===== config.mk =====
export PLATFORM = sky130hd
export DESIGN_NAME = gossip_membership_table_top
export DESIGN_NICKNAME = d
export VERILOG_FILES = /design/src/sv/gmt_pkg.sv /design/src/sv/gossip_membership_table_top.sv /design/src/sv/gmt_datapath.sv /design/src/sv/gmt_ctrl.sv
export SDC_FILE = /design/constraint.sdc
export NUM_CORES = 2
export LEC_CHECK = 0
export ABC_AREA = 0
export BUFFER_PORTS_ARGS = -buffer_cell sky130_fd_sc_hd__buf_2
export CORE_MARGIN = 2
export CORE_UTILIZATION = 45
export DETAILED_ROUTE_END_ITERATION = 12
export HOLD_SLACK_MARGIN = 0.08
export PLACE_DENSITY = 0.57
export SYNTH_ARGS = -nofsm -noshare
export SYNTH_HDL_FRONTEND = slang
export SYNTH_SLANG_ARGS = --single-unit

===== constraint.sdc =====
create_clock -name clock -period 17.1 [get_ports clock]
set_input_delay 1.71 -clock clock [delete_from_list [all_inputs] [get_ports clock]]
set_output_delay 1.71 -clock clock [all_outputs]
set_load 0.005 [all_outputs]

===== src/sv/gmt_pkg.sv =====
`default_nettype none
package gmt_pkg;

   localparam logic [1:0] CMD_MERGE = 2'd0;
   localparam logic [1:0] CMD_TICK  = 2'd1;
   localparam logic [1:0] CMD_ACK   = 2'd2;
   localparam logic [1:0] CMD_BEAT  = 2'd3;

   localparam logic [1:0] ST_ALIVE   = 2'd0;
   localparam logic [1:0] ST_SUSPECT = 2'd1;
   localparam logic [1:0] ST_FAIL    = 2'd2;
   localparam logic [1:0] ST_LEAVE   = 2'd3;

   localparam logic [2:0] REG_SUSPECT_ENABLED = 3'd0;
   localparam logic [2:0] REG_SELF_SLOT       = 3'd1;
   localparam logic [2:0] REG_SUSPECT_TICKS   = 3'd2;
   localparam logic [2:0] REG_FAIL_TICKS      = 3'd3;
   localparam logic [2:0] REG_CLEANUP_TICKS   = 3'd4;

   typedef struct packed {
      logic [1:0]  command;
      logic [4:0]  slot;
      logic [31:0] in_heartbeat;
      logic [15:0] in_incarnation;
      logic [1:0]  in_status;
   } req_word_type;

   typedef struct packed {
      logic [4:0]  out_slot;
      logic        out_valid;
      logic [1:0]  out_status;
      logic [31:0] out_heartbeat;
      logic [15:0] out_incarnation;
      logic [5:0]  suspected_count;
      logic [5:0]  failed_count;
      logic [5:0]  removed_count;
   } rsp_word_type;

   typedef struct packed {
      logic        suspect_enabled;
      logic [4:0]  self_slot;
      logic [15:0] suspect_ticks;
      logic [15:0] fail_ticks;
      logic [15:0] cleanup_ticks;
   } cfg_type;

   // Controller to datapath.
   typedef struct packed {
      logic latch_req;    // capture the request word
      logic read_self;    // read the own entry (tick check)
      logic read_slot;    // read the entry at the sweep/target address
      logic apply;        // write back the modified entry
      logic sweep_clear;  // reset the sweep counter and counts
      logic sweep_next;   // advance the sweep counter
      logic load_rsp;     // capture the final response read
      logic read_rsp;     // read the response slot
   } gmt_cmd_type;

   typedef struct packed {
      logic sweep_last;
      logic is_tick;
   } gmt_stat_type;

endpackage
`default_nettype wire


===== src/sv/gossip_membership_table_top.sv =====
`default_nettype none
// Gossip membership table with a SWIM-style failure detector.
// Commands enter on the req_ port: a word is accepted at a rising edge where
// start is high and busy is low. Merge, ack and beat read one table entry,
// modify it and write it back; tick sweeps every slot, aging entries and
// applying suspicion, failure and cleanup timeouts while the own entry is
// Alive. Each command gives exactly one response word on rsp_word, shown for
// one cycle while rsp_strobe is high; the receiver cannot hold it off.
// A merge, ack or beat runs from acceptance through the own-entry read, the
// entry read, the write-back and the response read and load; busy drops in
// the cycle after the strobe. A tick reads and writes back each slot in turn,
// as the entry memory has a single read and write port.
// Reset (synchronous, active high) clears all valid bits, so the table is
// empty, and loads the registers with their defaults: suspicion on, own slot
// 0 and timeouts of 20, 40 and 60 ticks.
// Registers are written through the csr_ APB-style port at byte addresses
// 4*i; the user must write them only while the block is idle (not enforced).
module gossip_membership_table_top #(
   parameter int TABLE_SLOTS = 32
) (
   input  wire logic                  clock,
   input  wire logic                  reset,
   input  wire logic                  start,
   output logic                       busy,
   input  wire gmt_pkg::req_word_type req_word,
   output logic                       rsp_strobe,
   output gmt_pkg::rsp_word_type      rsp_word,
   input  wire logic                  csr_psel,
   input  wire logic                  csr_penable,
   input  wire logic                  csr_pwrite,
   input  wire logic [4:0]            csr_paddr,
   input  wire logic [31:0]           csr_pwdata,
   output logic [31:0]                csr_prdata,
   output logic                       csr_pready
);

   gmt_pkg::cfg_type      cfg_ff;
   gmt_pkg::gmt_cmd_type  cmd;
   gmt_pkg::gmt_stat_type stat;
   logic [2:0]            reg_idx;

   assign csr_pready = 1'b1;
   assign reg_idx    = csr_paddr[4:2];

   // Register file; low address bits are ignored as the word is 32 bits.
   always_ff @(posedge clock) begin
      if (reset) begin
         cfg_ff.suspect_enabled <= 1'b1;
         cfg_ff.self_slot       <= 5'd0;
         cfg_ff.suspect_ticks   <= 16'd20;
         cfg_ff.fail_ticks      <= 16'd40;
         cfg_ff.cleanup_ticks   <= 16'd60;
      end else if (csr_psel && csr_penable && csr_pwrite) begin
         unique case (reg_idx)
            gmt_pkg::REG_SUSPECT_ENABLED: cfg_ff.suspect_enabled <= csr_pwdata[0];
            gmt_pkg::REG_SELF_SLOT:       cfg_ff.self_slot       <= csr_pwdata[4:0];
            gmt_pkg::REG_SUSPECT_TICKS:   cfg_ff.suspect_ticks   <= csr_pwdata[15:0];
            gmt_pkg::REG_FAIL_TICKS:      cfg_ff.fail_ticks      <= csr_pwdata[15:0];
            gmt_pkg::REG_CLEANUP_TICKS:   cfg_ff.cleanup_ticks   <= csr_pwdata[15:0];
            default: ;
         endcase
      end
   end

   always_comb begin
      unique case (reg_idx)
         gmt_pkg::REG_SUSPECT_ENABLED: csr_prdata = {31'd0, cfg_ff.suspect_enabled};
         gmt_pkg::REG_SELF_SLOT:       csr_prdata = {27'd0, cfg_ff.self_slot};
         gmt_pkg::REG_SUSPECT_TICKS:   csr_prdata = {16'd0, cfg_ff.suspect_ticks};
         gmt_pkg::REG_FAIL_TICKS:      csr_prdata = {16'd0, cfg_ff.fail_ticks};
         gmt_pkg::REG_CLEANUP_TICKS:   csr_prdata = {16'd0, cfg_ff.cleanup_ticks};
         default:                      csr_prdata = 32'd0;
      endcase
   end

   gmt_ctrl u_ctrl (
      .clock      (clock),
      .reset      (reset),
      .start      (start),
      .stat       (stat),
      .busy       (busy),
      .rsp_strobe (rsp_strobe),
      .cmd        (cmd)
   );

   gmt_datapath #(.TABLE_SLOTS(TABLE_SLOTS)) u_dp (
      .clock    (clock),
      .reset    (reset),
      .cfg      (cfg_ff),
      .req_word (req_word),
      .cmd      (cmd),
      .stat     (stat),
      .rsp_word (rsp_word)
   );

endmodule
`default_nettype wire


===== src/sv/gmt_datapath.sv =====
`default_nettype none
module gmt_datapath #(
   parameter int TABLE_SLOTS = 32
) (
   input  wire logic                 clock,
   input  wire logic                 reset,
   input  wire gmt_pkg::cfg_type     cfg,
   input  wire gmt_pkg::req_word_type req_word,
   input  wire gmt_pkg::gmt_cmd_type cmd,
   output gmt_pkg::gmt_stat_type     stat,
   output gmt_pkg::rsp_word_type     rsp_word
);

   localparam int IW = (TABLE_SLOTS > 1) ? $clog2(TABLE_SLOTS) : 1;

   // Table entries live in one memory word each; valid bits in flip-flops.
   typedef struct packed {
      logic [1:0]  status;
      logic [31:0] heartbeat;
      logic [15:0] incarnation;
      logic [15:0] age;
   } entry_type;

   entry_type                 mem [TABLE_SLOTS];
   logic [TABLE_SLOTS-1:0]    valid_ff;
   gmt_pkg::req_word_type     req_ff;
   entry_type                 rd_ff;
   logic                      rd_valid_ff;
   logic                      self_active_ff;
   logic                      self_read_ff;
   logic [IW:0]               sweep_ff;
   logic [5:0]                sus_ff, fail_ff, rem_ff;
   logic [5:0]                sus_in, fail_in, rem_in;
   gmt_pkg::rsp_word_type     rsp_ff;

   // Address of the last read, used for write-back.
   logic [IW-1:0] rd_addr_ff;
   logic          rd_addr_ok_ff;

   logic [IW:0]  addr_full;
   logic [IW-1:0] addr;
   logic          addr_ok;
   logic [4:0]    rsp_slot;
   logic          self_ok;
   logic          rsp_ok;
   logic          is_tick;

   assign is_tick  = (req_ff.command == gmt_pkg::CMD_TICK);
   assign rsp_slot = (req_ff.command == gmt_pkg::CMD_MERGE ||
                      req_ff.command == gmt_pkg::CMD_ACK) ? req_ff.slot : cfg.self_slot;
   assign self_ok  = (7'(cfg.self_slot) < 7'(TABLE_SLOTS));
   assign rsp_ok   = (7'(rsp_slot) < 7'(TABLE_SLOTS));

   // Address of the entry this cycle works on.
   always_comb begin
      if (cmd.read_self) begin
         addr_full = (IW+1)'(cfg.self_slot);
         addr_ok   = self_ok;
      end else if (is_tick && !cmd.read_rsp) begin
         addr_full = sweep_ff;
         addr_ok   = (sweep_ff < (IW+1)'(TABLE_SLOTS));
      end else begin
         addr_full = (IW+1)'(rsp_slot);
         addr_ok   = rsp_ok;
      end
      addr = addr_full[IW-1:0];
   end

   // Read-modify-write target computed from the registered read.
   entry_type    nx;
   logic         nx_valid;
   logic         do_write;
   logic [15:0]  age;
   always_comb begin
      nx       = rd_ff;
      nx_valid = rd_valid_ff;
      do_write = 1'b0;
      sus_in   = sus_ff;
      fail_in  = fail_ff;
      rem_in   = rem_ff;
      age      = '0;
      unique case (req_ff.command)
         gmt_pkg::CMD_MERGE: begin
            do_write = 1'b1;
            if (!rd_valid_ff || req_ff.in_incarnation > rd_ff.incarnation ||
                (req_ff.in_incarnation == rd_ff.incarnation &&
                 (req_ff.in_status == gmt_pkg::ST_FAIL ||
                  req_ff.in_status == gmt_pkg::ST_LEAVE))) begin
               nx_valid       = 1'b1;
               nx.status      = req_ff.in_status;
               nx.heartbeat   = req_ff.in_heartbeat;
               nx.incarnation = req_ff.in_incarnation;
               nx.age         = '0;
            end else if (req_ff.in_incarnation == rd_ff.incarnation) begin
               if (cfg.suspect_enabled) begin
                  if (req_ff.slot == cfg.self_slot) begin
                     if (req_ff.in_status == gmt_pkg::ST_SUSPECT) begin
                        if (nx.incarnation != 16'hFFFF)
                           nx.incarnation = nx.incarnation + 16'd1;
                        nx.status = gmt_pkg::ST_ALIVE;
                        nx.age    = '0;
                     end
                  end else if (req_ff.in_status == gmt_pkg::ST_SUSPECT &&
                               nx.status == gmt_pkg::ST_ALIVE) begin
                     nx.status = gmt_pkg::ST_SUSPECT;
                     nx.age    = '0;
                  end else if (req_ff.in_status == gmt_pkg::ST_ALIVE &&
                               nx.status == gmt_pkg::ST_SUSPECT) begin
                     nx.status = gmt_pkg::ST_ALIVE;
                     nx.age    = '0;
                  end
               end
               if (req_ff.in_status == gmt_pkg::ST_ALIVE && nx.status == gmt_pkg::ST_ALIVE &&
                   req_ff.in_heartbeat >= nx.heartbeat) begin
                  nx.heartbeat = req_ff.in_heartbeat;
                  nx.age       = '0;
               end
            end
         end
         gmt_pkg::CMD_ACK: begin
            do_write = rd_valid_ff;
            nx.age   = '0;
         end
         gmt_pkg::CMD_BEAT: begin
            do_write     = rd_valid_ff && rd_ff.status == gmt_pkg::ST_ALIVE;
            nx.heartbeat = rd_ff.heartbeat + 32'd1;
         end
         gmt_pkg::CMD_TICK: begin
            do_write = rd_valid_ff;
            age      = (rd_ff.age != 16'hFFFF) ? rd_ff.age + 16'd1 : rd_ff.age;
            nx.age   = age;
            if (self_active_ff && rd_valid_ff &&
                (7'(cfg.self_slot) != 7'(sweep_ff))) begin
               if (cfg.suspect_enabled) begin
                  if (rd_ff.status == gmt_pkg::ST_ALIVE && age > cfg.suspect_ticks) begin
                     nx.status = gmt_pkg::ST_SUSPECT;
                     nx.age    = '0;
                     sus_in    = sus_ff + 6'd1;
                  end else if (rd_ff.status == gmt_pkg::ST_SUSPECT && age > cfg.fail_ticks) begin
                     nx.status = gmt_pkg::ST_FAIL;
                     nx.age    = '0;
                     fail_in   = fail_ff + 6'd1;
                  end
               end else if ((rd_ff.status == gmt_pkg::ST_ALIVE && age > cfg.fail_ticks) ||
                            rd_ff.status == gmt_pkg::ST_SUSPECT) begin
                  nx.status = gmt_pkg::ST_FAIL;
                  nx.age    = '0;
                  fail_in   = fail_ff + 6'd1;
               end
               if ((nx.status == gmt_pkg::ST_FAIL || nx.status == gmt_pkg::ST_LEAVE) &&
                   age > cfg.cleanup_ticks) begin
                  nx       = '0;
                  nx_valid = 1'b0;
                  rem_in   = rem_ff + 6'd1;
               end
            end
         end
         default: ;
      endcase
   end

   assign stat.sweep_last = (sweep_ff == (IW+1)'(TABLE_SLOTS - 1));
   assign stat.is_tick    = is_tick;

   always_ff @(posedge clock) begin
      if (cmd.latch_req)
         req_ff <= req_word;
      if (cmd.read_self || cmd.read_slot || cmd.read_rsp) begin
         rd_ff       <= mem[addr];
         rd_valid_ff <= addr_ok && valid_ff[addr];
      end
      if (cmd.apply && do_write && rd_addr_ok_ff)
         mem[rd_addr_ff] <= nx;
      if (cmd.load_rsp)
         rsp_ff <= '{out_slot: rsp_slot,
                     out_valid: rd_valid_ff,
                     out_status: rd_valid_ff ? rd_ff.status : 2'd0,
                     out_heartbeat: rd_valid_ff ? rd_ff.heartbeat : 32'd0,
                     out_incarnation: rd_valid_ff ? rd_ff.incarnation : 16'd0,
                     suspected_count: is_tick ? sus_ff : 6'd0,
                     failed_count: is_tick ? fail_ff : 6'd0,
                     removed_count: is_tick ? rem_ff : 6'd0};
   end

   always_ff @(posedge clock) begin
      if (cmd.read_self || cmd.read_slot || cmd.read_rsp) begin
         rd_addr_ff    <= addr;
         rd_addr_ok_ff <= addr_ok;
      end
   end

   always_ff @(posedge clock) begin
      if (reset) begin
         valid_ff       <= '0;
         sweep_ff       <= '0;
         sus_ff         <= '0;
         fail_ff        <= '0;
         rem_ff         <= '0;
         self_active_ff <= 1'b0;
         self_read_ff   <= 1'b0;
      end else begin
         if (cmd.apply && do_write && rd_addr_ok_ff)
            valid_ff[rd_addr_ff] <= nx_valid;
         // The own entry read lands in rd_ff in the cycle after the read.
         self_read_ff <= cmd.read_self;
         if (self_read_ff)
            self_active_ff <= rd_valid_ff && rd_ff.status == gmt_pkg::ST_ALIVE;
         if (cmd.sweep_clear) begin
            sweep_ff <= '0;
            sus_ff   <= '0;
            fail_ff  <= '0;
            rem_ff   <= '0;
         end else begin
            if (cmd.apply && is_tick) begin
               sus_ff  <= sus_in;
               fail_ff <= fail_in;
               rem_ff  <= rem_in;
            end
            if (cmd.sweep_next)
               sweep_ff <= sweep_ff + (IW+1)'(1);
         end
      end
   end

   assign rsp_word = rsp_ff;

endmodule
`default_nettype wire


===== src/sv/gmt_ctrl.sv =====
`default_nettype none
module gmt_ctrl (
   input  wire logic                 clock,
   input  wire logic                 reset,
   input  wire logic                 start,
   input  wire gmt_pkg::gmt_stat_type stat,
   output logic                      busy,
   output logic                      rsp_strobe,
   output gmt_pkg::gmt_cmd_type      cmd
);

   typedef enum logic [2:0] {
      S_IDLE, S_SELF, S_READ, S_APPLY, S_RSP_READ, S_RSP_LOAD, S_DONE
   } state_type;

   state_type state_ff;
   logic      strobe_ff;

   always_comb begin
      cmd            = '0;
      cmd.latch_req  = (state_ff == S_IDLE) && start;
      cmd.sweep_clear = (state_ff == S_IDLE) && start;
      cmd.read_self  = (state_ff == S_SELF);
      cmd.read_slot  = (state_ff == S_READ);
      cmd.apply      = (state_ff == S_APPLY);
      cmd.sweep_next = (state_ff == S_APPLY) && stat.is_tick;
      cmd.read_rsp   = (state_ff == S_RSP_READ);
      cmd.load_rsp   = (state_ff == S_RSP_LOAD);
   end

   assign busy       = (state_ff != S_IDLE);
   assign rsp_strobe = strobe_ff;

   always_ff @(posedge clock) begin
      if (reset) begin
         state_ff  <= S_IDLE;
         strobe_ff <= 1'b0;
      end else begin
         strobe_ff <= 1'b0;
         unique case (state_ff)
            S_IDLE:     if (start) state_ff <= S_SELF;
            S_SELF:     state_ff <= S_READ;
            S_READ:     state_ff <= S_APPLY;
            S_APPLY:    state_ff <= (stat.is_tick && !stat.sweep_last) ? S_READ : S_RSP_READ;
            S_RSP_READ: state_ff <= S_RSP_LOAD;
            S_RSP_LOAD: begin
               state_ff  <= S_DONE;
               strobe_ff <= 1'b1;
            end
            S_DONE:     state_ff <= S_IDLE;
            default:    state_ff <= S_IDLE;
         endcase
      end
   end

endmodule
`default_nettype wire


==> metrics.csv <==
stage,metric,value,unit
outcome,status,"finished, final reports clean",
synthesis,async_reset_ff_share,0,%
power,leakage,38.4,nW
timing,worstMarginPinSlew,1360,ps
routing,routed_wl,302000,um
timing,hold_viol,0,
layout,multiInputGateArea,0.0255,mm^2
power,vdd_drop_max,0.000112,V
synthesis,ys.warnings.count,0,
global_route,grt_usage,26.6,%
synthesis,postSynthAreaPerCell,13.6,um^2
die,start_util,45.2,%
timing,fmax,133,MHz
clocking,htree_levels,4,
layout,fill_cells,18400,
setup_path,criticalPathCategory,reg2reg,
timing,fin_ws,9580,ps
clocking,cts_tree,done,
timing,rsz0062_at_grt,no,
layout,drive_gt1_share,12.5,%
setup_path,required,17550,ps
place,numPortBuffers,173,
timing,relSlewSlack,9.22,%
global_route,grt_max_degree,185,
die,core,0.219,mm^2
layout,final_net_count,7690,
synthesis,synth_edf_count,2316,
clocking,clock-root-buffer,clkbuf_16,
place,dp_hpwl,167000,um
timing,tns,0,ps
setup_path,critPathMaxFanout,32,
synthesis,yosysSeqAreaShare,72.5,%
layout,final_common_cell,edfxtp_1,
die,pin_count,209,
clocking,insertion_delay,910,ps
layout,layout-area-overhead-vs-synth,12.6,%
clocking,cts_setup_buffers,0,
timing,setup_violations,0,
clocking,cts_buffers,240,
timing,timing.final.crit_share,44.0,%
power,powerDensity,127,mW/mm^2
routing,via_per_inst,5.97,
synthesis,ys_types,101,
global_route,grt_pass1_vias,59500,
place,preCtsSetupSlack,9600,ps
clocking,clockBufferDepth,3,
timing,fin_crit,7520,ps
setup_path,endpoint_kind,flip-flop,
routing,drt_iter0_markers,8093,
layout,ff_latch_area,0.0719,mm^2
routing,ant_nets,0,
global_route,antenna_found_initial,14,
die,die_y,473,um
layout,most-common-layout-cells,"edfxtp_1, nand2_1, nand3_1",
clocking,cts_sinks,2432,
routing,dr.pass1.iters,9,
routing,wl_per_cell,28.6,um
routing,remaining_drc_errors,0,
job,drv_cap,0,
routing,num_vias,63100,
die,die_w,473,um
synthesis,synth_ff_type,edfxtp_1,
clocking,cts.clk_slew.worst_paths,60,ps
global_route,grt_pass1_wl,430000,um
hold_path,hp-class,reg2reg,
setup_path,cp.arrival,7970,ps
timing,finalClockSkew,74.6,ps
die,die_area,0.224,mm^2
timing,slew_violations,0,
clocking,postCtsHoldBufs,0,
global_route,overflow,0,
clocking,cts.repair.resized,0,
synthesis,synth_seq_cells,2432,
synthesis,syn_inst,7309,
setup_path,worst_setup_path_start_kind,flip-flop,
synthesis,syn_area,0.0991,mm^2
place,place.gp.congestion,0.870,
die,rows,172,
==> metal layers <==
layer,track usage (%),wire (um),up-vias
met5,0,13,-
met4,7.75,8220,2
met3,4.16,26800,449
met2,42.6,142000,3056
met1,37.6,125000,32100
li1,-,-,27500
==> cell type report <==
class	count	share of cell area, %
Clock inverter	152	1.42
Multi-Input combinational cell	4332	22.8
Antenna cell	4	0.00897
Inverter	124	0.431
Sequential cell	2432	64.4
Clock buffer	298	5.64
Timing Repair Buffer	354	2.05
Tap cell	2871	3.22
==> logic make-up after synthesis <==
group | synth area share (%)
AOI/OAI and AO/OA | 5.60
xor gates and xnor gates | 0.398
adders and majority gates | 1.35
buffers and inverters | 2.40
DFF | 72.5
muxes | 4.22
other | 0.00758
and+or+nand+nor | 13.5
==> cells in the mapped netlist, types with 9 or more instances <==
library cell / instances / area share (%)
nand2b_1: 20 / 0.13
edfxtp_1: 2316 / 70
o21ai_1: 11 / 0.056
mux2i_1: 85 / 0.86
xnor2_1: 22 / 0.19
a311oi_1: 16 / 0.14
and2_1: 82 / 0.52
o21ai_0: 121 / 0.61
a21oi_1: 171 / 0.86
buf_4: 24 / 0.18
a2111oi_0: 19 / 0.17
a31oi_1: 105 / 0.66
a32oi_1: 43 / 0.38
buf_1: 53 / 0.20
dfxtp_1: 116 / 2.3
inv_1: 119 / 0.45
o22ai_1: 176 / 1.1
xor2_1: 23 / 0.20
a22oi_1: 14 / 0.11
a32o_1: 10 / 0.10
nand2_1: 1992 / 7.5
mux4_2: 145 / 3.3
nand3_1: 540 / 2.7
buf_2: 110 / 0.56
nor2_1: 144 / 0.55
ha_1: 106 / 1.3
a21o_1: 9 / 0.068
and3_1: 106 / 0.67
or4_1: 42 / 0.32
clkbuf_1: 243 / 0.92
nor3_1: 34 / 0.17
o211ai_1: 16 / 0.12
nor2b_1: 10 / 0.063
a211oi_1: 28 / 0.21
nor4_1: 27 / 0.17
a22o_1: 40 / 0.35
nand4_1: 39 / 0.25
==> path summary, 6_finish.rpt <==
kind                 startpoint          endpoint  slack (ps)  cells after the start
hold / removal       cfg_ff[33]        cfg_ff[33]         460                      2
hold reg to reg      cfg_ff[33]        cfg_ff[33]         460                      2
setup / recovery  u_dp.rd_ff[0]  u_dp.mem[29][52]        9580                     19
setup reg to reg  u_dp.rd_ff[0]  u_dp.mem[29][52]        9580                     19
==> per-stage QoR <==
stage / utilization (%) / hold slack, ps / std cells / power (mW) / area (um^2)
after floorplan: - / 436 / 7324 / 8.25 / 99100
after global routing: 50.9 / 475 / 10600 / 14.7 / 112000
after detailed placement: 47.3 / 447 / 10100 / 9.05 / 104000
after CTS: 50.9 / 455 / 10600 / 14.3 / 112000
final: 50.9 / 457 / 10600 / 14.2 / 112000
after global placement: 47.3 / 442 / 10100 / 9.01 / 104000
==> where the power goes <==
part / total [mW] / switching, mW / internal (mW)
clock network: 5.28 / 2.30 / 2.98
logic: 1.90 / 1.39 / 0.515
registers: 7.04 / 0.119 / 6.92
total: 14.2 / 3.81 / 10.4
==> critical path, cell delays in order (launching register included) <==
cell      delay (ps)
edfxtp_1         580
ha_1             340
nand4_2          190
nor2_8            60
nand2_1          180
nand4_1          370
nor3_1           330
nand2_1          230
nor2_1           190
xor2_1           380
ha_1             230
nand4_1          110
nor3_1           370
nand2_1          170
o32ai_1          730
and3_1           610
o21ai_2          120
buf_4            270
a222oi_1         910
inv_1            700
==> flip-flops by register name, indices dropped and copies added (netlist names) <==
name and cells:
u_dp.self_active_ff 1, u_dp.mem 2112, cfg_ff 54, u_dp.fail_ff 6
u_ctrl.state_ff 3, u_dp.rd_valid_ff 1, u_dp.rd_ff 66, u_ctrl.rsp_strobe 1
u_dp.sweep_ff 6, u_dp.req_ff 57, u_dp.rem_ff 6, u_dp.self_read_ff 1
u_dp.sus_ff 6, u_dp.rsp_word 74, u_dp.rd_addr_ok_ff 1, u_dp.valid_ff 32
u_dp.rd_addr_ff 5
(Power assumes the default switching activity.)
